## src/design/aoi_pkg.sv

```systemverilog
// Shared types, widths and constants for the bicycle-model odometry integrator.
// No dependencies; imported by every design module of the block.
package aoi_pkg;

  localparam int ANGLE_BITS   = 16;
  localparam int CORDIC_STEPS = 16;
  localparam int ATAN_N       = 24;
  localparam int IT_W         = $clog2(ATAN_N);
  localparam int ASH          = 32 - ANGLE_BITS;
  localparam int Z_W          = ANGLE_BITS + 1;
  localparam int XY_W         = 34;
  localparam int TRIG_W       = XY_W - 14;
  localparam int NUM_W        = TRIG_W + 16;
  localparam int DCNT_W       = $clog2(NUM_W);

  localparam int MUL_A_W = 34;
  localparam int MUL_B_W = 33;
  localparam int PROD_W  = MUL_A_W + MUL_B_W;

  localparam int IN_W      = 48;
  localparam int OUT_W     = 208;
  localparam int CFG_IDX_W = 2;
  localparam int CFG_DW    = 24;

  localparam logic [CFG_IDX_W-1:0] CFG_MPP  = 2'd0;
  localparam logic [CFG_IDX_W-1:0] CFG_IWB  = 2'd1;
  localparam logic [CFG_IDX_W-1:0] CFG_RATE = 2'd2;

  localparam logic signed [XY_W-1:0]    CORDIC_X0    = XY_W'(652032874);
  localparam logic signed [MUL_B_W-1:0] TURN_PER_RAD = MUL_B_W'(683565276);

  localparam logic [31:0] ATAN_TURN32 [ATAN_N] = '{
    32'h20000000, 32'h12E4051D, 32'h09FB385B, 32'h051111D4, 32'h028B0D43, 32'h0145D7E1,
    32'h00A2F61E, 32'h00517C55, 32'h0028BE53, 32'h00145F2E, 32'h000A2F98, 32'h000517CC,
    32'h00028BE6, 32'h000145F3, 32'h0000A2F9, 32'h0000517C, 32'h000028BE, 32'h0000145F,
    32'h00000A2F, 32'h00000517, 32'h0000028B, 32'h00000145, 32'h000000A2, 32'h00000051
  };

  // Arctangent of 2^-i as a binary angle, rounded to the CORDIC angle width.
  function automatic logic signed [Z_W-1:0] atan_step(input logic [IT_W-1:0] idx);
    logic [32:0] v;
    v = {1'b0, ATAN_TURN32[idx]} + (33'd1 << (ASH - 1));
    return Z_W'(v >> ASH);
  endfunction

  typedef enum logic [3:0] {
    OP_STEER, OP_DIST, OP_DX, OP_DY, OP_TAN, OP_DTH, OP_STEP, OP_VX, OP_VY, OP_YAW
  } mul_op_t;

  typedef struct packed {
    logic    capture;
    logic    cordic_go;
    logic    div_go;
    logic    mul_go;
    mul_op_t op;
    logic    commit;
  } cmd_t;

  typedef struct packed {
    logic cordic_done;
    logic div_done;
  } stat_t;

endpackage

```

## src/design/aoi_ctrl.sv

```systemverilog
// Controller: sequences multiplies, CORDIC, divider and result hand-off.
// Depends on aoi_pkg; drives the datapath through cmd_t, reads stat_t.
module aoi_ctrl import aoi_pkg::*; (
  input  logic  clk,
  input  logic  rst_n,
  input  logic  in_tvalid,
  output logic  in_tready,
  output logic  out_tvalid,
  input  logic  out_tready,
  input  stat_t stat,
  output cmd_t  cmd
);

  typedef enum logic [2:0] {S_IDLE, S_MUL, S_CORD, S_DIV, S_DONE} state_t;

  state_t  state_r;
  mul_op_t op_r;
  logic    ph_r, out_valid_r;
  cmd_t    cmd_r, cmd_nxt;
  logic    accept, commit;

  assign in_tready  = (state_r == S_IDLE);
  assign accept     = in_tvalid && in_tready;
  assign commit     = (state_r == S_DONE) && (!out_valid_r || out_tready);
  assign out_tvalid = out_valid_r;

  always_comb begin
    cmd         = cmd_r;
    cmd.capture = accept;
    cmd.commit  = commit;
  end

  always_comb begin
    cmd_nxt = '0;
    unique case (state_r)
      S_IDLE: begin
        if (accept) begin
          cmd_nxt.mul_go = 1'b1;
          cmd_nxt.op     = OP_STEER;
        end
      end
      S_MUL: begin
        if (ph_r) begin
          if (op_r == OP_DIST) begin
            cmd_nxt.cordic_go = 1'b1;
          end else if (op_r != OP_YAW) begin
            cmd_nxt.mul_go = 1'b1;
            cmd_nxt.op     = mul_op_t'(op_r + 1'b1);
          end
        end
      end
      S_CORD: begin
        if (stat.cordic_done) cmd_nxt.div_go = 1'b1;
      end
      S_DIV: begin
        if (stat.div_done) begin
          cmd_nxt.mul_go = 1'b1;
          cmd_nxt.op     = OP_DX;
        end
      end
      default: ;
    endcase
  end

  always_ff @(posedge clk) begin
    if (!rst_n) begin
      state_r     <= S_IDLE;
      op_r        <= OP_STEER;
      ph_r        <= 1'b0;
      out_valid_r <= 1'b0;
      cmd_r       <= '0;
    end else begin
      cmd_r <= cmd_nxt;
      if (commit) out_valid_r <= 1'b1;
      else if (out_tready) out_valid_r <= 1'b0;
      unique case (state_r)
        S_IDLE: begin
          if (accept) begin
            state_r <= S_MUL;
            op_r    <= OP_STEER;
            ph_r    <= 1'b0;
          end
        end
        S_MUL: begin
          if (!ph_r) begin
            ph_r <= 1'b1;
          end else if (op_r == OP_DIST) begin
            state_r <= S_CORD;
          end else if (op_r == OP_YAW) begin
            state_r <= S_DONE;
          end else begin
            // advance to the next product once this one is written back
            op_r <= mul_op_t'(op_r + 1'b1);
            ph_r <= 1'b0;
          end
        end
        S_CORD: begin
          if (stat.cordic_done) state_r <= S_DIV;
        end
        S_DIV: begin
          if (stat.div_done) begin
            state_r <= S_MUL;
            op_r    <= OP_DX;
            ph_r    <= 1'b0;
          end
        end
        S_DONE: begin
          if (commit) state_r <= S_IDLE;
        end
        default: state_r <= S_IDLE;
      endcase
    end
  end

endmodule

```

## config.mk

```make
export PLATFORM = sky130hd
export DESIGN_NAME = aoi_ctrl
export DESIGN_NICKNAME = d
export VERILOG_FILES = /design/src/design/aoi_pkg.sv /design/src/design/aoi_ctrl.sv
export SDC_FILE = /design/constraint.sdc
export NUM_CORES = 1
export LEC_CHECK = 0
export BUFFER_PORTS_ARGS = -buffer_cell sky130_fd_sc_hd__clkbuf_2
export CAP_MARGIN = 20
export CORE_MARGIN = 1
export CORE_UTILIZATION = 45
export DETAILED_ROUTE_END_ITERATION = 8
export MAX_ROUTING_LAYER = met4
export PLACE_DENSITY = 0.76
export SYNTH_ARGS = -nofsm -noshare
export SYNTH_HDL_FRONTEND = slang
export SYNTH_SLANG_ARGS = --single-unit
```

## constraint.sdc

```tcl
create_clock -name clk -period 4.3 [get_ports clk]
set_clock_uncertainty 0.2 [all_clocks]
set_input_delay 0.86 -clock clk [delete_from_list [all_inputs] [get_ports clk]]
set_output_delay 0.86 -clock clk [all_outputs]
set_load 0.02 [all_outputs]
```

==> results of run 1 <==
[state kept, by name (all words and copies together) (netlist names)]
register / flops
cmd: 7
op_r: 4
out_tvalid: 1
ph_r: 1
state_r: 3
[power by group]
part / switching [µW] / total, µW / leakage (µW) / internal [µW]
clock network: 48.5 / 100 / 0.0000210 / 51.6
registers: 18.5 / 178 / 0.000130 / 159
logic: 59.9 / 100 / 0.000190 / 40.2
[worst max path at each step]
stage	startpoint	to	slack [ns]	cells after the start
floorplan	state_r[1]	cmd[8]	1.89	4
global placement	out_tready	cmd[0]	1.93	4
detailed placement	out_tready	cmd[0]	1.89	4
CTS	state_r[2]	cmd[0]	1.76	3
global route	state_r[2]	cmd[0]	1.64	3
finish	state_r[2]	cmd[0]	1.76	3
[logic make-up (layout without fill, tap and decap cells)]
group           Yosys count  after routing
compound gates           16             16
xor+xnor                  2              2
simple gates             43             43
fa+ha+maj                 2              2
flops                    16             16
buf+inv                   7             21
[placed cells by master (no fill, tap or decap), types with 2 or more instances in the layout]
| master | instances |
|---|---|
| a21oi_1 | 4 |
| ha_1 | 2 |
| nor4_1 | 2 |
| nor2_1 | 7 |
| o22ai_1 | 2 |
| nand2b_1 | 2 |
| a32o_1 | 2 |
| clkbuf_2 | 16 |
| and2_1 | 3 |
| dfxtp_1 | 16 |
| a22oi_1 | 3 |
| nor3_1 | 3 |
| nor2b_1 | 5 |
| nand2_1 | 9 |
| clkbuf_4 | 3 |
| nand3_1 | 4 |
[worst max-delay path: stages, from the launching register on]
cell	delay [ns]
dfxtp_1	0.51
nor3b_1	0.34
nor2b_1	0.17
clkbuf_2	0.17
[area by class of cell]
class | count | area share
Sequential cell | 16 | 0.368
Clock buffer | 4 | 0.0417
Multi-Input combinational cell | 63 | 0.471
Timing Repair Buffer | 16 | 0.0921
Inverter | 1 | 0.00432
Tap cell | 16 | 0.0230
[metal layers]
| metal | wire length [µm] | vias to the layer above |
|---|---|---|
| li1 | - | 334 |
| met1 | 629 | 299 |
| met2 | 653 | 20 |
| met3 | 94 | 4 |
| met4 | 38 | 0 |
| met5 | 0 | - |
[metrics by stage]
stage	power [µW]	setup slack, ns	instances	area [µm²]	hold slack [ns]
after global routing	395	1.64	116	870	0.353
final	378	1.76	116	870	0.308
after CTS	379	1.76	116	870	0.313
after detailed placement	280	1.89	112	833	0.300
after global placement	277	1.93	112	833	0.296
after floorplan	266	1.89	86	773	0.267
==> impl_metrics.py, run 1 <==
metrics = {
    "logic_synthesis": {
        "synth-simple-area-share": 0.332,
        "synth_most_common_cell": "dfxtp_1",
        "synthArstFlopShare": 0,
        "synth_nets": 94,
        "synth.area.top_cells": "dfxtp_1 41%, nand2_1 4.4%, nor2b_1 4.0%, nor2_1 3.4%, ha_1 3.2%",
        "avgSynthCellArea_um2": 8.99,
        "yosysWarnings": 0,
        "synthesis.area_um2": 773,
        "synth-main-ff-cell": "dfxtp_1",
        "yosys.area.top_type": "dfxtp_1",
        "ys_top_cells_by_count": "16 x dfxtp_1, 9 x nand2_1, 7 x nor2_1",
        "synth_compound_area_frac": 0.142,
        "ys_ff_latch": 16,
        "syn-instance-count": 86,
        "yosys.cell_types.count": 34,
        "synth-edff-count": 0,
        "muxShareOfSynthArea": 0,
        "synthAdderAreaFrac": 0.0324,
        "synth_top_family_by_area": "simple AND/OR/NAND/NOR gates",
        "synth_top_cell_area_share": 0.414,
        "synthXorXnorAreaFrac": 0.0227,
        "synth_seq_area_share": 0.414,
    },
    "placement": {
        "place_congestion": 0.836,
        "port_buffers": 16,
        "dpl.hpwl_mm": 1.05,
    },
    "clocking": {
        "clock_latency_ns": 0.29,
        "cts.root.buffer_cell": "clkbuf_4",
        "cts_hold_buf": 0,
        "cts_resized": 0,
        "cts_setup_buffers": 0,
        "numCtsBuffers": 3,
        "cts.sinks": 16,
        "cts_tree": "done",
        "htreeDepth": 1,
        "path_clk_slew_ns": 0.09,
        "cts.path.max_buffers": 2,
    },
    "worst_hold_path": {
        "hold_end": "op_r[1]",
        "hp-class": "reg2reg",
        "hold_start": "op_r[1]",
        "min_path_cells": 2,
    },
    "global_route": {
        "met2_usage": 0.261,
        "gr-usage-met3": 0.0625,
        "grt_antenna_before_repair": 0,
        "top_usage_layer": "met2",
        "grtUsageMet1": 0.208,
        "grt_first_pass_wirelength_mm": 2.30,
        "grt_overflow": 0,
        "grt_pass1_vias": 557,
        "grt_max_degree": 15,
        "grtUsageTotal": 0.179,
    },
    "sta": {
        "period_minus_slack_ns": 2.54,
        "rsz0062_at_grt": "false",
        "drv_slew": 0,
        "finalSetupTns_ns": 0,
        "max_slew_margin": 0.685,
        "tightestPinTransition_ns": 0.472,
        "finalCritPeriodShare": 0.591,
        "final-setup-viol-count": 0,
        "finalHoldViolCount": 0,
        "fmax_mhz": 394,
    },
    "detailed_routing": {
        "first_pass_iters": 6,
        "drt-initial-drc-count": 9,
        "drc_errors": 2,
        "totalWireLength_mm": 1.42,
        "vias_per_cell": 5.66,
        "routedWlPerCell_um": 12.2,
        "vias": 657,
        "final_antenna_net_count": 0,
    },
    "setup_path": {
        "required_ns": 3.24,
        "path_max_fanout": 8,
        "r2r-start": "op_r[0]",
        "r2r-end": "state_r[1]",
        "cp-start-kind": "flop",
        "cp.arrival_ns": 1.48,
        "rrSetupSlack_ns": 2.47,
        "r2r_cells": 4,
        "critPathKind": "reg2out",
        "cp-end-kind": "output pin",
    },
    "final_layout": {
        "multiInputGateArea_um2": 409,
        "fin_util": 0.558,
        "drive_gt1_frac": 0.230,
        "nNetsFinal": 109,
        "seqCellArea_um2": 320,
        "fill_cells": 144,
        "n_antenna_cell": 0,
        "area_growth_syn_to_layout_pct": 12.5,
    },
    "power": {
        "p_leak_uw": 0.000341,
        "ir_drop_mv": 0.231,
        "p_per_area_mw_per_mm2": 435,
    },
    "floorplan": {
        "rows": 14,
        "fp.coreArea_mm2": 0.00156,
        "die-area_mm2": 0.00189,
        "start_util": 0.496,
        "die_width_um": 43.5,
        "die_y_um": 43.5,
        "ios": 17,
    },
    "flow_run": {
        "drv_cap": 0,
    },
    "status": {
        "violations": "DRC",
        "status": "complete, but fails checks",
    },
}
(Power assumes the default switching activity.)
==> run 2: changes to the inputs <==
--- a/config.mk
+++ b/config.mk
@@ -5,13 +5,14 @@
 export SDC_FILE = /design/constraint.sdc
 export NUM_CORES = 1
 export LEC_CHECK = 0
+export ABC_AREA = 1
 export BUFFER_PORTS_ARGS = -buffer_cell sky130_fd_sc_hd__clkbuf_2
 export CAP_MARGIN = 20
 export CORE_MARGIN = 1
 export CORE_UTILIZATION = 45
 export DETAILED_ROUTE_END_ITERATION = 8
 export MAX_ROUTING_LAYER = met4
-export PLACE_DENSITY = 0.76
+export PLACE_DENSITY = 0.75
 export SYNTH_ARGS = -nofsm -noshare
 export SYNTH_HDL_FRONTEND = slang
 export SYNTH_SLANG_ARGS = --single-unit
==> constraint.sdc (replaced) <==
create_clock -name clk -period 2.4 [get_ports clk]
set_clock_uncertainty 0.2 [all_clocks]
set_input_delay 0.48 -clock clk [delete_from_list [all_inputs] [get_ports clk]]
set_output_delay 0.48 -clock clk [all_outputs]
set_load 0.02 [all_outputs]
==> impl_metrics.py, run 2 <==
metrics = {
    "detailed_routing": {
        "totalWireLength_mm": 1.70,
        "first_pass_iters": 4,
        "vias": 764,
        "vias_per_cell": 4.87,
        "final_antenna_net_count": 0,
        "routedWlPerCell_um": 10.8,
        "drc_errors": 0,
        "drt-initial-drc-count": 11,
    },
    "sta": {
        "fmax_mhz": 483,
        "hold_ws_ns": 0.224,
        "max_slew_margin": 0.703,
        "finalHoldViolCount": 0,
        "finalCritPeriodShare": 0.863,
        "rsz0062_at_grt": "false",
        "finalSetupTns_ns": 0,
        "period_minus_slack_ns": 2.07,
        "drv_slew": 0,
        "final-setup-viol-count": 0,
        "tightestPinTransition_ns": 0.445,
    },
    "final_layout": {
        "fin_cells": 157,
        "largest_reg_flops": 7,
        "nNetsFinal": 141,
        "final_area_mm2": 0.00101,
        "n_antenna_cell": 0,
        "drive_gt1_frac": 0.333,
        "layout.cells.most_common_list": "23 x nor2_1, 18 x nand2_1, 16 x dfxtp_1, 16 x clkbuf_2, 10 x inv_1",
        "area_growth_syn_to_layout_pct": 11.8,
        "mostFrequentLayoutCell": "nor2_1",
    },
    "placement": {
        "numPlacedInstances": 153,
        "dpl.hpwl_mm": 1.25,
        "place_area_um2": 971,
        "place_congestion": 0.753,
        "port_buffers": 16,
    },
    "power": {
        "ir_drop_mv": 0.473,
        "power_frac_seq": 0.352,
        "p_per_area_mw_per_mm2": 1180,
        "p_total_uw": 1180,
        "swShare": 0.468,
        "power.switching_uw": 554,
        "combPwrFrac": 0.496,
        "intPower_uw": 630,
        "clkPwrFrac": 0.151,
        "p_leak_uw": 0.000493,
    },
    "worst_hold_path": {
        "hp-class": "in2reg",
        "hold_start": "stat[1]",
    },
    "setup_path": {
        "r2r-start": "op_r[1]",
        "path_max_fanout": 7,
        "cp-startpoint": "state_r[2]",
        "cp_top_family": "flip-flops",
        "cp-start-kind": "flop",
        "critPathKind": "reg2out",
        "slowest_delay_ns": 0.49,
        "path_buf_inv": 2,
        "cp_cell_sequence": "inv_2 > nor4_2 > clkbuf_2",
        "required_ns": 1.72,
        "cp-end-kind": "output pin",
        "crit_slowest_cell": "dfxtp_1",
        "rrSetupSlack_ns": 0.73,
        "cp.arrival_ns": 1.39,
    },
    "global_route": {
        "grt_pass1_vias": 666,
        "grt_overflow": 0,
        "grt_antenna_before_repair": 0,
        "grt_first_pass_wirelength_mm": 2.70,
        "grt_max_degree": 11,
        "grtUsageTotal": 0.182,
    },
    "flow_run": {
        "drv_cap": 0,
    },
    "logic_synthesis": {
        "synth_most_common_cell": "nor2_1",
        "synth_seq_area_share": 0.356,
        "synthArstFlopShare": 0,
        "yosys.area.top_type": "dfxtp_1",
        "synth.area.top_cells": "dfxtp_1 36%, nor2_1 9.6%, nand2_1 7.5%, nand2_4 5.0%, inv_1 4.2%",
        "yosysWarnings": 0,
        "avgSynthCellArea_um2": 7.70,
        "yosys.cell_types.count": 26,
        "synthesis.area_um2": 901,
        "syn-instance-count": 117,
        "synth-main-ff-cell": "dfxtp_1",
        "ys_ff_latch": 16,
        "synth-edff-count": 0,
        "synth_top_cell_area_share": 0.356,
        "ys_top_cells_by_count": "23 x nor2_1, 18 x nand2_1, 16 x dfxtp_1",
        "synth_nets": 125,
    },
    "clocking": {
        "cts_tree": "done",
        "cts_resized": 0,
        "path_clk_slew_ns": 0.09,
        "cts.root.buffer_cell": "clkbuf_4",
        "cts_setup_buffers": 0,
        "numCtsBuffers": 3,
        "clock_latency_ns": 0.29,
        "cts.path.max_buffers": 2,
        "cts.sinks": 16,
        "htreeDepth": 1,
        "cts_hold_buf": 0,
    },
    "floorplan": {
        "die_width_um": 46.7,
        "die-area_mm2": 0.00218,
        "ios": 17,
        "fp.coreArea_mm2": 0.00180,
        "die_y_um": 46.7,
        "start_util": 0.500,
        "rows": 15,
    },
    "status": {
        "status": "complete, no violations",
    },
}
## run 2: final timing paths
kind                            endpoint  cells after the start
worst max-delay path              cmd[0]                      3
worst min-delay path              cmd[6]                      3
worst max register to register   op_r[3]                      8
worst min register to register    cmd[7]                      2
## run 2: per-stage QoR
stage | util | setup slack, ns
2_1_floorplan | - | 0.547
3_3_place_gp | 0.539 | 0.725
3_5_place_dp | 0.539 | 0.672
4_1_cts | 0.559 | 0.324
5_1_grt | 0.559 | 0.231
6_report | 0.559 | 0.328
## run 2: area by class of cell
type	count	area, µm²
clock buffers	4	36.3
fillers	189	795
inverters	13	48.8
multi-input cells	83	490
flip-flops and latches	16	320
well taps	25	31.3
repair buffers	16	80.1
## run 2: cell families after synthesis
| kind of cell | share of synthesized area |
|---|---|
| and+or+nand+nor | 0.443 |
| buffers and inverters | 0.100 |
| DFF | 0.356 |
| AOI/OAI and AO/OA | 0.0542 |
| xor gates and xnor gates | 0.0194 |
| adders and majority gates | 0.0278 |
## run 2: power groups by stage
| stage | sequential (µW) | combinational, µW | clock, µW |
|---|---|---|---|
| after floorplan | 400 | 518 | 0 |
| after global placement | 419 | 572 | 0 |
| after detailed placement | 421 | 579 | 0 |
| after CTS | 415 | 591 | 186 |
| after global routing | 428 | 659 | 193 |
| final | 417 | 587 | 179 |
## run 2: metal layers
layer	wire length, µm	vias up	global-route usage
met1	756	341	0.203
met5	0	-	-
met2	836	20	0.303
li1	-	397	-
met4	48	0	0.103
met3	57	6	0.0346
## run 2: worst reg2reg max path, delay by kind of cell (launching register included)
kind	cells	cell delay, ns
DFF	1	0.41
and+or+nand+nor	5	0.41
adders and majority gates	1	0.21
AOI/OAI and AO/OA	1	0.29
buffers and inverters	1	0.06
==> run 3: changes to the inputs <==
--- a/config.mk
+++ b/config.mk
@@ -9,10 +9,10 @@
 export BUFFER_PORTS_ARGS = -buffer_cell sky130_fd_sc_hd__clkbuf_2
 export CAP_MARGIN = 20
 export CORE_MARGIN = 1
-export CORE_UTILIZATION = 45
+export CORE_UTILIZATION = 50
 export DETAILED_ROUTE_END_ITERATION = 8
 export MAX_ROUTING_LAYER = met4
-export PLACE_DENSITY = 0.75
+export PLACE_DENSITY = 0.81
 export SYNTH_ARGS = -nofsm -noshare
 export SYNTH_HDL_FRONTEND = slang
 export SYNTH_SLANG_ARGS = --single-unit
==> impl_metrics.py, run 3 (same netlist as run 2, synthesis figures left out) <==
metrics = {
    "setup_path": {
        "rrSetupSlack_ns": 0.71,
        "cp-end-kind": "output pin",
        "r2r_cells": 8,
        "r2r-start": "op_r[1]",
        "required_ns": 1.72,
        "r2r-end": "op_r[3]",
        "cp.arrival_ns": 1.37,
        "critPathKind": "reg2out",
        "cp-start-kind": "flop",
        "path_max_fanout": 7,
        "cp-startpoint": "state_r[2]",
    },
    "floorplan": {
        "rows": 14,
        "start_util": 0.565,
        "die_y_um": 44.4,
        "die-area_mm2": 0.00198,
        "die_width_um": 44.4,
        "fp.coreArea_mm2": 0.00159,
        "ios": 17,
    },
    "detailed_routing": {
        "routedWlPerCell_um": 10.9,
        "first_pass_iters": 4,
        "drt-initial-drc-count": 18,
        "vias_per_cell": 4.95,
        "final_antenna_net_count": 0,
        "vias": 772,
        "drc_errors": 0,
        "totalWireLength_mm": 1.70,
    },
    "final_layout": {
        "layout.cells.most_common_list": "23 x nor2_1, 18 x nand2_1, 16 x dfxtp_1, 16 x clkbuf_2, 10 x inv_1",
        "area_growth_syn_to_layout_pct": 11.7,
        "n_antenna_cell": 0,
        "mostFrequentLayoutCell": "nor2_1",
        "drive_gt1_frac": 0.333,
        "nNetsFinal": 141,
        "largest_reg_flops": 7,
    },
    "sta": {
        "finalHoldViolCount": 0,
        "max_slew_margin": 0.704,
        "period_minus_slack_ns": 2.05,
        "worst_slack_ns": 0.353,
        "finalSetupTns_ns": 0,
        "final-setup-viol-count": 0,
        "rsz0062_at_grt": "false",
        "fmax_mhz": 488,
        "finalCritPeriodShare": 0.853,
        "tightestPinTransition_ns": 0.444,
        "drv_slew": 0,
    },
    "placement": {
        "dpl.hpwl_mm": 1.25,
        "place_congestion": 0.829,
        "port_buffers": 16,
        "place_ws_ns": 0.692,
    },
    "clocking": {
        "cts.path.max_buffers": 2,
        "cts_setup_buffers": 0,
        "path_clk_slew_ns": 0.09,
        "htreeDepth": 1,
        "cts.root.buffer_cell": "clkbuf_4",
        "numCtsBuffers": 3,
        "clock_latency_ns": 0.29,
        "cts_resized": 0,
        "cts_hold_buf": 0,
        "cts_tree": "done",
        "cts.sinks": 16,
    },
    "worst_hold_path": {
        "hp-class": "in2reg",
        "hold_end": "cmd[6]",
        "min_path_cells": 3,
        "hold_start": "stat[1]",
    },
    "global_route": {
        "grt_overflow": 0,
        "grt_first_pass_wirelength_mm": 2.79,
        "grtUsageTotal": 0.204,
        "grt_pass1_vias": 687,
        "grt_max_degree": 11,
        "grt_antenna_before_repair": 0,
    },
    "power": {
        "ir_drop_mv": 0.541,
        "p_per_area_mw_per_mm2": 1180,
        "p_leak_uw": 0.000493,
    },
    "status": {
        "status": "complete, no violations",
    },
    "flow_run": {
        "drv_cap": 0,
    },
}
## run 3: cell counts in the layout (fill, tap and decap cells not counted)
Identical to the previous run, type by type.
## run 3: power by group
part | switching, µW | internal, µW | leakage (µW)
Sequential | 86.9 | 331 | 0.000131
Clock | 89.5 | 92.6 | 0.0000210
Combinational | 380 | 205 | 0.000342
Total | 557 | 629 | 0.000493
## run 3: critical path, cell delays in order, from the launching register on
cell and delay, ns:
dfxtp_1 0.48, inv_2 0.12, nor4_2 0.26, clkbuf_2 0.22
## run 3: stage by stage
| step | utilization | total power, µW | instance area, µm² | hold WS, ns | std cells |
|---|---|---|---|---|---|
| after floorplan | - | 917 | 901 | 0.260 | 117 |
| after global placement | 0.608 | 988 | 970 | 0.276 | 152 |
| after detailed placement | 0.608 | 1000 | 970 | 0.286 | 152 |
| after CTS | 0.631 | 1190 | 1010 | 0.211 | 156 |
| after global routing | 0.631 | 1280 | 1010 | 0.225 | 156 |
| final | 0.631 | 1190 | 1010 | 0.211 | 156 |
## run 3: how the worst max path moves through the flow
stage / end / slack (ns) / depth (start not counted)
finish: cmd[0] / 0.35 / 3
floorplan: cmd[8] / 0.55 / 5
CTS: cmd[0] / 0.36 / 3
global route: cmd[0] / 0.24 / 3
global placement: cmd[0] / 0.73 / 4
detailed placement: cmd[0] / 0.69 / 3
## run 3: layout make-up
cell class | instances | area (µm²)
sequential | 16 | 320
clock buffer | 4 | 36.3
timing repair buffer | 16 | 80.1
tap | 24 | 30.0
inverter | 13 | 48.8
multi-input combinational | 83 | 490
fill | 151 | 588
## run 3: layer usage
metal  vias to the layer above  wire length, µm  global-route usage
met5                         -                0                   -
met4                         0               23               0.127
met3                         4               80              0.0408
met2                        21              814               0.321
met1                       351              775               0.237
li1                        396                -                   -
